--- config.mk ---
export PLATFORM = sky130hd
export DESIGN_NAME = humidity_sensor_frame_decoder_unit
export DESIGN_NICKNAME = d
export VERILOG_FILES = /design/src/sv/hsfd_pkg.sv /design/src/sv/hsfd_assembler.sv /design/src/sv/hsfd_scale.sv /design/src/sv/humidity_sensor_frame_decoder_unit.sv
export SDC_FILE = /design/constraint.sdc
export NUM_CORES = 1
export LEC_CHECK = 0
export BUFFER_PORTS_ARGS = -buffer_cell sky130_fd_sc_hd__buf_2
export CAP_MARGIN = 15
export CELL_PAD_IN_SITES_DETAIL_PLACEMENT = 1
export CELL_PAD_IN_SITES_GLOBAL_PLACEMENT = 1
export CORE_MARGIN = 2
export CORE_UTILIZATION = 40
export CTS_BUF_LIST = sky130_fd_sc_hd__clkbuf_16
export CTS_CLUSTER_SIZE = 28
export DETAILED_ROUTE_END_ITERATION = 16
export GPL_TIMING_DRIVEN = 0
export PLACE_DENSITY = 0.65
export SLEW_MARGIN = 0
export SYNTH_ARGS = -nofsm -noshare
export SYNTH_HDL_FRONTEND = slang
export SYNTH_HIERARCHICAL = 1
export SYNTH_SLANG_ARGS = --single-unit
--- constraint.sdc ---
create_clock -name clk -period 9 [get_ports clk]
set_input_delay 1.8 -clock clk [delete_from_list [all_inputs] [get_ports clk]]
set_output_delay 1.8 -clock clk [all_outputs]
set_load 0.05 [all_outputs]
--- src/sv/hsfd_pkg.sv ---
// Shared types, constants and the CRC helper for the sensor frame decoder.
package hsfd_pkg;

  // CRC-8 settings of the sensor reply.
  localparam logic [7:0] CRC_INIT = 8'hFF;
  localparam logic [7:0] CRC_POLY = 8'h31;

  // Fixed-point scaling: value = floor(scale * raw / full_scale), minus the offset for temperature.
  localparam logic [14:0] TEMP_SCALE  = 15'd17500;
  localparam logic [14:0] TEMP_OFFSET = 15'd4500;
  localparam logic [13:0] HUM_SCALE   = 14'd10000;
  localparam logic [16:0] FULL_SCALE  = 17'd65535;

  // Widths of the scaled products.
  localparam int TPROD_W = 31;
  localparam int HPROD_W = 30;

  // Position of the next byte within the six-byte reply.
  localparam logic [2:0] POS_T_HI  = 3'd0;
  localparam logic [2:0] POS_T_LO  = 3'd1;
  localparam logic [2:0] POS_T_CRC = 3'd2;
  localparam logic [2:0] POS_H_HI  = 3'd3;
  localparam logic [2:0] POS_H_LO  = 3'd4;
  localparam logic [2:0] POS_H_CRC = 3'd5;

  // One received byte.
  typedef struct packed {
    logic [7:0] rx_byte;
    logic       frame_start;
  } in_t;

  // One decoded reply.
  typedef struct packed {
    logic signed [14:0] temp_centi;
    logic [13:0]        humidity_centi;
    logic [15:0]        raw_temperature;
    logic [15:0]        raw_humidity;
    logic               temp_crc_ok;
    logic               humidity_crc_ok;
    logic               frame_ok;
  } out_t;

  // Assembled reply handed from the byte assembler to the scaler.
  typedef struct packed {
    logic [15:0] raw_temperature;
    logic [15:0] raw_humidity;
    logic        temp_crc_ok;
    logic        humidity_crc_ok;
  } frame_t;

  // One byte of CRC-8, MSB first, no reflection.
  function automatic logic [7:0] crc8_byte(input logic [7:0] crc, input logic [7:0] b);
    logic [7:0] c;
    c = crc ^ b;
    for (int k = 0; k < 8; k++) begin
      if (c[7]) begin
        c = {c[6:0], 1'b0} ^ CRC_POLY;
      end else begin
        c = {c[6:0], 1'b0};
      end
    end
    return c;
  endfunction

endpackage

--- src/sv/hsfd_assembler.sv ---
// Collects the reply bytes, runs the per-word CRC and flags a complete reply.
module hsfd_assembler (
  input  logic            clk,
  input  logic            rst_n,
  input  logic            in_accept,
  input  hsfd_pkg::in_t   in_data,
  output logic            frm_vld,
  output hsfd_pkg::frame_t frm
);

  logic [2:0]  pos_r, pos_nxt;
  logic [7:0]  crc_r, crc_nxt;
  logic [15:0] temp_word_r, temp_word_nxt;
  logic [15:0] hum_word_r, hum_word_nxt;
  logic        temp_flag_r, temp_flag_nxt;
  logic [2:0]  pos_eff;
  logic        hum_ok;

  // A start flag or an out-of-range position restarts at the first byte.
  assign pos_eff = (in_data.frame_start || (pos_r > hsfd_pkg::POS_H_CRC)) ?
                   hsfd_pkg::POS_T_HI : pos_r;
  assign hum_ok  = (crc_r == in_data.rx_byte);

  // Next-state logic for one accepted byte.
  always_comb begin
    pos_nxt       = pos_r;
    crc_nxt       = crc_r;
    temp_word_nxt = temp_word_r;
    hum_word_nxt  = hum_word_r;
    temp_flag_nxt = temp_flag_r;
    frm_vld       = 1'b0;
    if (in_accept) begin
      case (pos_eff)
        hsfd_pkg::POS_T_HI: begin
          temp_word_nxt[15:8] = in_data.rx_byte;
          crc_nxt = hsfd_pkg::crc8_byte(hsfd_pkg::CRC_INIT, in_data.rx_byte);
          pos_nxt = hsfd_pkg::POS_T_LO;
        end
        hsfd_pkg::POS_T_LO: begin
          temp_word_nxt[7:0] = in_data.rx_byte;
          crc_nxt = hsfd_pkg::crc8_byte(crc_r, in_data.rx_byte);
          pos_nxt = hsfd_pkg::POS_T_CRC;
        end
        hsfd_pkg::POS_T_CRC: begin
          temp_flag_nxt = (crc_r == in_data.rx_byte);
          crc_nxt = hsfd_pkg::CRC_INIT;
          pos_nxt = hsfd_pkg::POS_H_HI;
        end
        hsfd_pkg::POS_H_HI: begin
          hum_word_nxt[15:8] = in_data.rx_byte;
          crc_nxt = hsfd_pkg::crc8_byte(hsfd_pkg::CRC_INIT, in_data.rx_byte);
          pos_nxt = hsfd_pkg::POS_H_LO;
        end
        hsfd_pkg::POS_H_LO: begin
          hum_word_nxt[7:0] = in_data.rx_byte;
          crc_nxt = hsfd_pkg::crc8_byte(crc_r, in_data.rx_byte);
          pos_nxt = hsfd_pkg::POS_H_CRC;
        end
        default: begin
          // Sixth byte closes the reply.
          crc_nxt = hsfd_pkg::CRC_INIT;
          pos_nxt = hsfd_pkg::POS_T_HI;
          frm_vld = 1'b1;
        end
      endcase
    end
  end

  // The finished reply, valid together with frm_vld.
  assign frm.raw_temperature = temp_word_r;
  assign frm.raw_humidity    = hum_word_r;
  assign frm.temp_crc_ok     = temp_flag_r;
  assign frm.humidity_crc_ok = hum_ok;

  // State registers.
  always_ff @(posedge clk) begin
    if (!rst_n) begin
      pos_r       <= hsfd_pkg::POS_T_HI;
      crc_r       <= hsfd_pkg::CRC_INIT;
      temp_word_r <= '0;
      hum_word_r  <= '0;
      temp_flag_r <= 1'b0;
    end else begin
      pos_r       <= pos_nxt;
      crc_r       <= crc_nxt;
      temp_word_r <= temp_word_nxt;
      hum_word_r  <= hum_word_nxt;
      temp_flag_r <= temp_flag_nxt;
    end
  end

  // A start byte always lands as the first byte of the reply.
  a_start_restarts: assert property (@(posedge clk) disable iff (!rst_n)
    in_accept && in_data.frame_start |=> pos_r == hsfd_pkg::POS_T_LO)
    else $error("start byte did not restart the reply");

  // After a complete reply the next byte is the first of a new one.
  a_frame_wraps: assert property (@(posedge clk) disable iff (!rst_n)
    frm_vld |=> pos_r == hsfd_pkg::POS_T_HI && crc_r == hsfd_pkg::CRC_INIT)
    else $error("position or CRC not restarted after a reply");

endmodule

--- src/sv/hsfd_scale.sv ---
// Two-stage scaler: multiply by the scale, then divide by full scale and offset.
module hsfd_scale (
  input  logic             clk,
  input  logic             rst_n,
  input  logic             frm_vld,
  input  hsfd_pkg::frame_t frm,
  output logic             frm_ready,
  output logic             out_valid,
  input  logic             out_ready,
  output hsfd_pkg::out_t   out_data
);

  logic                         s1_v_r;
  hsfd_pkg::frame_t             s1_frm_r;
  logic [hsfd_pkg::TPROD_W-1:0] tprod_r;
  logic [hsfd_pkg::HPROD_W-1:0] hprod_r;
  logic                         out_v_r;
  hsfd_pkg::out_t               out_r, out_nxt;
  logic                         s2_ready;
  logic [14:0]                  t_q0, t_q;
  logic [13:0]                  h_q0, h_q;
  logic [16:0]                  t_rem, h_rem;

  // Each stage moves on when it is empty or its successor takes a transfer.
  assign s2_ready  = !out_v_r || out_ready;
  assign frm_ready = !s1_v_r || s2_ready;

  // Stage one: products of the raw words with their scales.
  always_ff @(posedge clk) begin
    if (!rst_n) begin
      s1_v_r <= 1'b0;
    end else if (frm_ready) begin
      s1_v_r <= frm_vld;
    end
  end

  always_ff @(posedge clk) begin
    if (frm_ready && frm_vld) begin
      s1_frm_r <= frm;
      tprod_r  <= hsfd_pkg::TPROD_W'(hsfd_pkg::TEMP_SCALE) *
                  hsfd_pkg::TPROD_W'(frm.raw_temperature);
      hprod_r  <= hsfd_pkg::HPROD_W'(hsfd_pkg::HUM_SCALE) *
                  hsfd_pkg::HPROD_W'(frm.raw_humidity);
    end
  end

  // Division by 65535: x = q0*65535 + (q0 + low half), one correction step.
  assign t_q0  = tprod_r[30:16];
  assign t_rem = 17'(tprod_r[15:0]) + 17'(t_q0);
  assign t_q   = t_q0 + 15'(t_rem >= hsfd_pkg::FULL_SCALE);
  assign h_q0  = hprod_r[29:16];
  assign h_rem = 17'(hprod_r[15:0]) + 17'(h_q0);
  assign h_q   = h_q0 + 14'(h_rem >= hsfd_pkg::FULL_SCALE);

  // Result assembly; the offset subtraction wraps into two's complement.
  always_comb begin
    out_nxt.temp_centi      = $signed(t_q - hsfd_pkg::TEMP_OFFSET);
    out_nxt.humidity_centi  = h_q;
    out_nxt.raw_temperature = s1_frm_r.raw_temperature;
    out_nxt.raw_humidity    = s1_frm_r.raw_humidity;
    out_nxt.temp_crc_ok     = s1_frm_r.temp_crc_ok;
    out_nxt.humidity_crc_ok = s1_frm_r.humidity_crc_ok;
    out_nxt.frame_ok        = s1_frm_r.temp_crc_ok && s1_frm_r.humidity_crc_ok;
  end

  // Stage two: output register.
  always_ff @(posedge clk) begin
    if (!rst_n) begin
      out_v_r <= 1'b0;
    end else if (s2_ready) begin
      out_v_r <= s1_v_r;
    end
  end

  always_ff @(posedge clk) begin
    if (s2_ready && s1_v_r) begin
      out_r <= out_nxt;
    end
  end

  assign out_valid = out_v_r;
  assign out_data  = out_r;

  // A stalled middle stage keeps its item.
  a_s1_holds: assert property (@(posedge clk) disable iff (!rst_n)
    s1_v_r && !s2_ready |=> s1_v_r && $stable(tprod_r) && $stable(hprod_r))
    else $error("middle stage lost or changed a stalled item");

  // The frame flag agrees with both word flags.
  a_frame_ok: assert property (@(posedge clk) disable iff (!rst_n)
    out_valid |-> out_data.frame_ok ==
                  (out_data.temp_crc_ok && out_data.humidity_crc_ok))
    else $error("frame flag disagrees with word flags");

  // Humidity never exceeds full scale.
  a_hum_range: assert property (@(posedge clk) disable iff (!rst_n)
    out_valid |-> out_data.humidity_centi <= 14'(hsfd_pkg::HUM_SCALE))
    else $error("humidity above full scale");

endmodule

--- src/sv/humidity_sensor_frame_decoder_unit.sv ---
// Channel | Ports                        | Payload
// in      | in_valid, in_ready, in_data  | hsfd_pkg::in_t  (rx_byte, frame_start)
// out     | out_valid, out_ready, out_data | hsfd_pkg::out_t (scaled values, raw words, flags)
//
// One byte is taken per cycle while in_ready is high; a result follows the sixth byte of a reply.
// After the sixth byte's transfer the result is registered first by the scale multipliers,
// then by the divide-by-full-scale correction and offset, before out_valid rises.
// Reset (rst_n, synchronous) empties both stages and restarts at the first byte.
// in_ready drops only when both result stages are full and out_ready is low.
module humidity_sensor_frame_decoder_unit (
  input  logic           clk,
  input  logic           rst_n,
  input  logic           in_valid,
  output logic           in_ready,
  input  hsfd_pkg::in_t  in_data,
  output logic           out_valid,
  input  logic           out_ready,
  output hsfd_pkg::out_t out_data
);

  logic             in_accept;
  logic             frm_vld;
  logic             frm_ready;
  hsfd_pkg::frame_t frm;

  // A byte is taken whenever the scaler can hold a possible reply.
  assign in_ready  = frm_ready;
  assign in_accept = in_valid && frm_ready;

  hsfd_assembler u_assembler (
    .clk       (clk),
    .rst_n     (rst_n),
    .in_accept (in_accept),
    .in_data   (in_data),
    .frm_vld   (frm_vld),
    .frm       (frm)
  );

  hsfd_scale u_scale (
    .clk       (clk),
    .rst_n     (rst_n),
    .frm_vld   (frm_vld),
    .frm       (frm),
    .frm_ready (frm_ready),
    .out_valid (out_valid),
    .out_ready (out_ready),
    .out_data  (out_data)
  );

endmodule
==> run metrics <==
outcome complete, no violations; crit path to u_scale/tprod_r[30]; max-slew violations 0; Distinct cells, synth 78; Core Footprint 34700 um^2; DR pass1 iterations 4; slew of the pin with the lowest slew margin 0.769 ns; R2R Path End u_scale/tprod_r[30]; area share of the largest cell type after synthesis 31.3%; Die W approximately 190 um; TritonCTS clock tree yes; CP top delay family adder cells; Setup-failing EPs final 0; vias in the first global route 9588; row count 68; Reg2Reg Depth 17; normalized max-slew margin roughly half; Worst Hold Class reg2reg; # Post-CTS Setup Buffers 0; Setup CP Type reg2reg; final hold violations 0; Worst EP arrival 5.44 ns; Seq/Total Area, Yosys between 30% and 40%; total die area 37000 um^2; total gr overflow 0; final worst-path cycle share 58.2%; number of hold buffers added after CTS 0; met3 wire length 709 um; drt wl/cell 16.9 um; Yosys reg bits roughly 190; Max Fanout on Critical Path 8; crit path time final 5.24 ns; MaxCap Viol Count 0; Worst Clk Skew 0.0111 ns; n_diodes 0; CTS Root Cell clkbuf_16; number of antenna violations at the first check in global routing 0; Peak VDD IR between 0.1 and 0.15 mV; Post-DP Area between 15000 and 20000 um^2; Detail Route Antenna Nets 0; vias per std cell 5.07; CTS resizes 0; syn avg cell area 11.3 um^2; CP most frequent cell inv_1; clk buf depth 2; Worst Setup SP u_assembler/temp_word_r[10]; Total Power 2.04 mW; Initial Util 40.9%; total number of vias 9210; unrepaired setup endpoints after global routing no; htree depth 4; Startpoint Class flop; Placer Congestion 0.830; fmax 191 MHz; WP depth 17; Worst EP required 9.20 ns; total CTS buffers 17; Detailed Route Iter0 Violations 426; Synth area leaders edfxtp_1 (31%), ha_1 (17%), fa_1 (12%), dfxtp_1 (6.5%), inv_1 (5.5%); Mapped Area 14200 um^2; port buffer count 69; DRC Markers 0; pin count of the biggest net entering global routing 49; Cells after Synth 1256; CP Buf/Inv Count 4; crit path max-delay cell type dfxtp_1; Final Util 45.4%; Tot GR Track Use between 15 and 20%; Metal-1 WL 15500 um; Clk Latency, worst-skew pair 0.45 ns; Ports 79; worst r2r src u_assembler/temp_word_r[10]; share of layout cells above drive strength 1 10.3%; Setup TNS 0 ns; Top FF cell, synth edfxtp_1; cell taking the most area after synthesis edfxtp_1; area growth from synthesis to layout 11.0%; # clock sinks roughly 190; critical path, cell by cell ha_1 -> inv_1 -> fa_1 -> inv_1 -> ha_1 -> fa_1 -> inv_1 -> fa_1 -> inv_1 -> ha_1 -> a211oi_1 -> o21ai_0 -> a22o_1 -> o21ba_1 -> a211oi_4 -> o21ai_2 -> a221o_1; hold_ws between 0.4 and 0.5 ns; post-DP HPWL approximately 24000 um; Highest Signal Layer met4; EDFF count, synth 148; total length of routed wires 30700 um; synthesized net count 1546; CP Capture Type flop; r2r setup slk approximately 3.8 ns; clk slew on worst S/H paths 0.07 ns; Synth async-reset ratio 0%; first-pass GRT wire length 50300 um; Syn. warnings 6; Design Area, Final 15800 um^2; pwr dens 129 nW/um^2; leakage power 7.58 nW; Die Ht around 190 um; final net count 1637; routed wl met2 between 10000 and 15000 um; max incr delay on CP 0.65 ns
[layout make-up]
class	instances	area [um^2]
Inverter	208	781
Timing Repair Buffer	72	413
Multi-Input combinational cell	830	7920
Tap cell	455	569
Clock inverter	15	143
Fill cell	3823	19000
Buffer	24	138
Sequential cell	194	5370
Clock buffer	17	425
[layout by cell type (no fill, tap or decap), types with 28 or more instances in the layout]
master / n
edfxtp_1: 148
dfxtp_1: 46
a21oi_1: 48
ha_1: 195
nand2_1: 40
nand3_1: 29
nor2_1: 46
inv_1: 208
xor2_1: 35
nor2b_1: 37
xnor2_1: 62
o21ai_0: 35
a21o_1: 28
buf_2: 74
fa_1: 82
[cells by family after synthesis]
logic type / Yosys count / share of synthesized area (%)
simple gates: 218 / 8.10
flops: 194 / 37.8
xor+xnor: 104 / 7.03
buf+inv: 232 / 6.47
fa+ha+maj: 277 / 28.8
compound gates: 205 / 10.0
mux: 26 / 1.83
[synth_stat cells (all sizes together) (3+ instances only)]
cell type and number:
inv 208, ha 195, edfxtp 148, fa 82, xnor2 66, a21oi 49
dfxtp 46, nor2 46, nand2 40, nor2b 38, o21ai 38, xor2 35
nand3 29, a21o 28, mux2i 26, nor3 15, a211oi 12, buf 12
clkbuf 12, a21boi 11, o21a 11, and3 9, and2 8, a221oi 6
a31oi 6, nand4 6, nor3b 5, nor4 4, a31o 3, nand2b 3
o211a 3, o21bai 3, o22ai 3, o31a 3, o31ai 3, o41ai 3
[worst min-delay path by stage]
stage / start / end / slack, ns / depth (start not counted)
finish: u_scale/out_nxt[28] / u_scale/out_data[28] / 0.41 / 0
global route: u_scale/out_nxt[28] / u_scale/out_data[28] / 0.42 / 0
CTS: u_scale/out_nxt[28] / u_scale/out_data[28] / 0.41 / 0
detailed placement: u_scale/out_nxt[18] / u_scale/out_data[18] / 0.41 / 0
global placement: u_scale/out_nxt[32] / u_scale/out_data[32] / 0.40 / 0
floorplan: u_scale/out_nxt[10] / u_scale/out_data[10] / 0.40 / 0
[sequential cells by signal, summed over array words and instances (netlist names)]
name	count
u_assembler/crc_r	8
u_assembler/temp_word_r	16
u_scale/s1_v_r	1
u_scale/out_data	64
u_scale/out_valid	1
u_assembler/hum_word_r	16
u_assembler/pos_r	3
u_scale/tprod_r	28
u_assembler/temp_flag_r	1
u_scale/hprod_r	22
u_scale/out_nxt	34
[layer usage]
layer / up-vias / track usage [%]
met4: 0 / 4.84
met3: 24 / 2.13
li1: 4522 / -
met1: 4564 / 25.3
met2: 100 / 28.1
met5: - / 0
[where the power goes]
| part | switching [mW] | leakage, nW | internal (mW) |
|---|---|---|---|
| logic | 0.176 | 5.47 | 0.136 |
| registers | 0.0164 | 1.84 | 0.969 |
| clock network | 0.372 | 0.270 | 0.367 |
[through the flow]
step,instances,setup WS [ns]
2_1_floorplan,1256,3.78
3_3_place_gp,1780,1.86
3_5_place_dp,1783,3.76
4_1_cts,1815,3.73
5_1_grt,1815,3.47
6_report,1815,3.76
(Power assumes the default switching activity.)
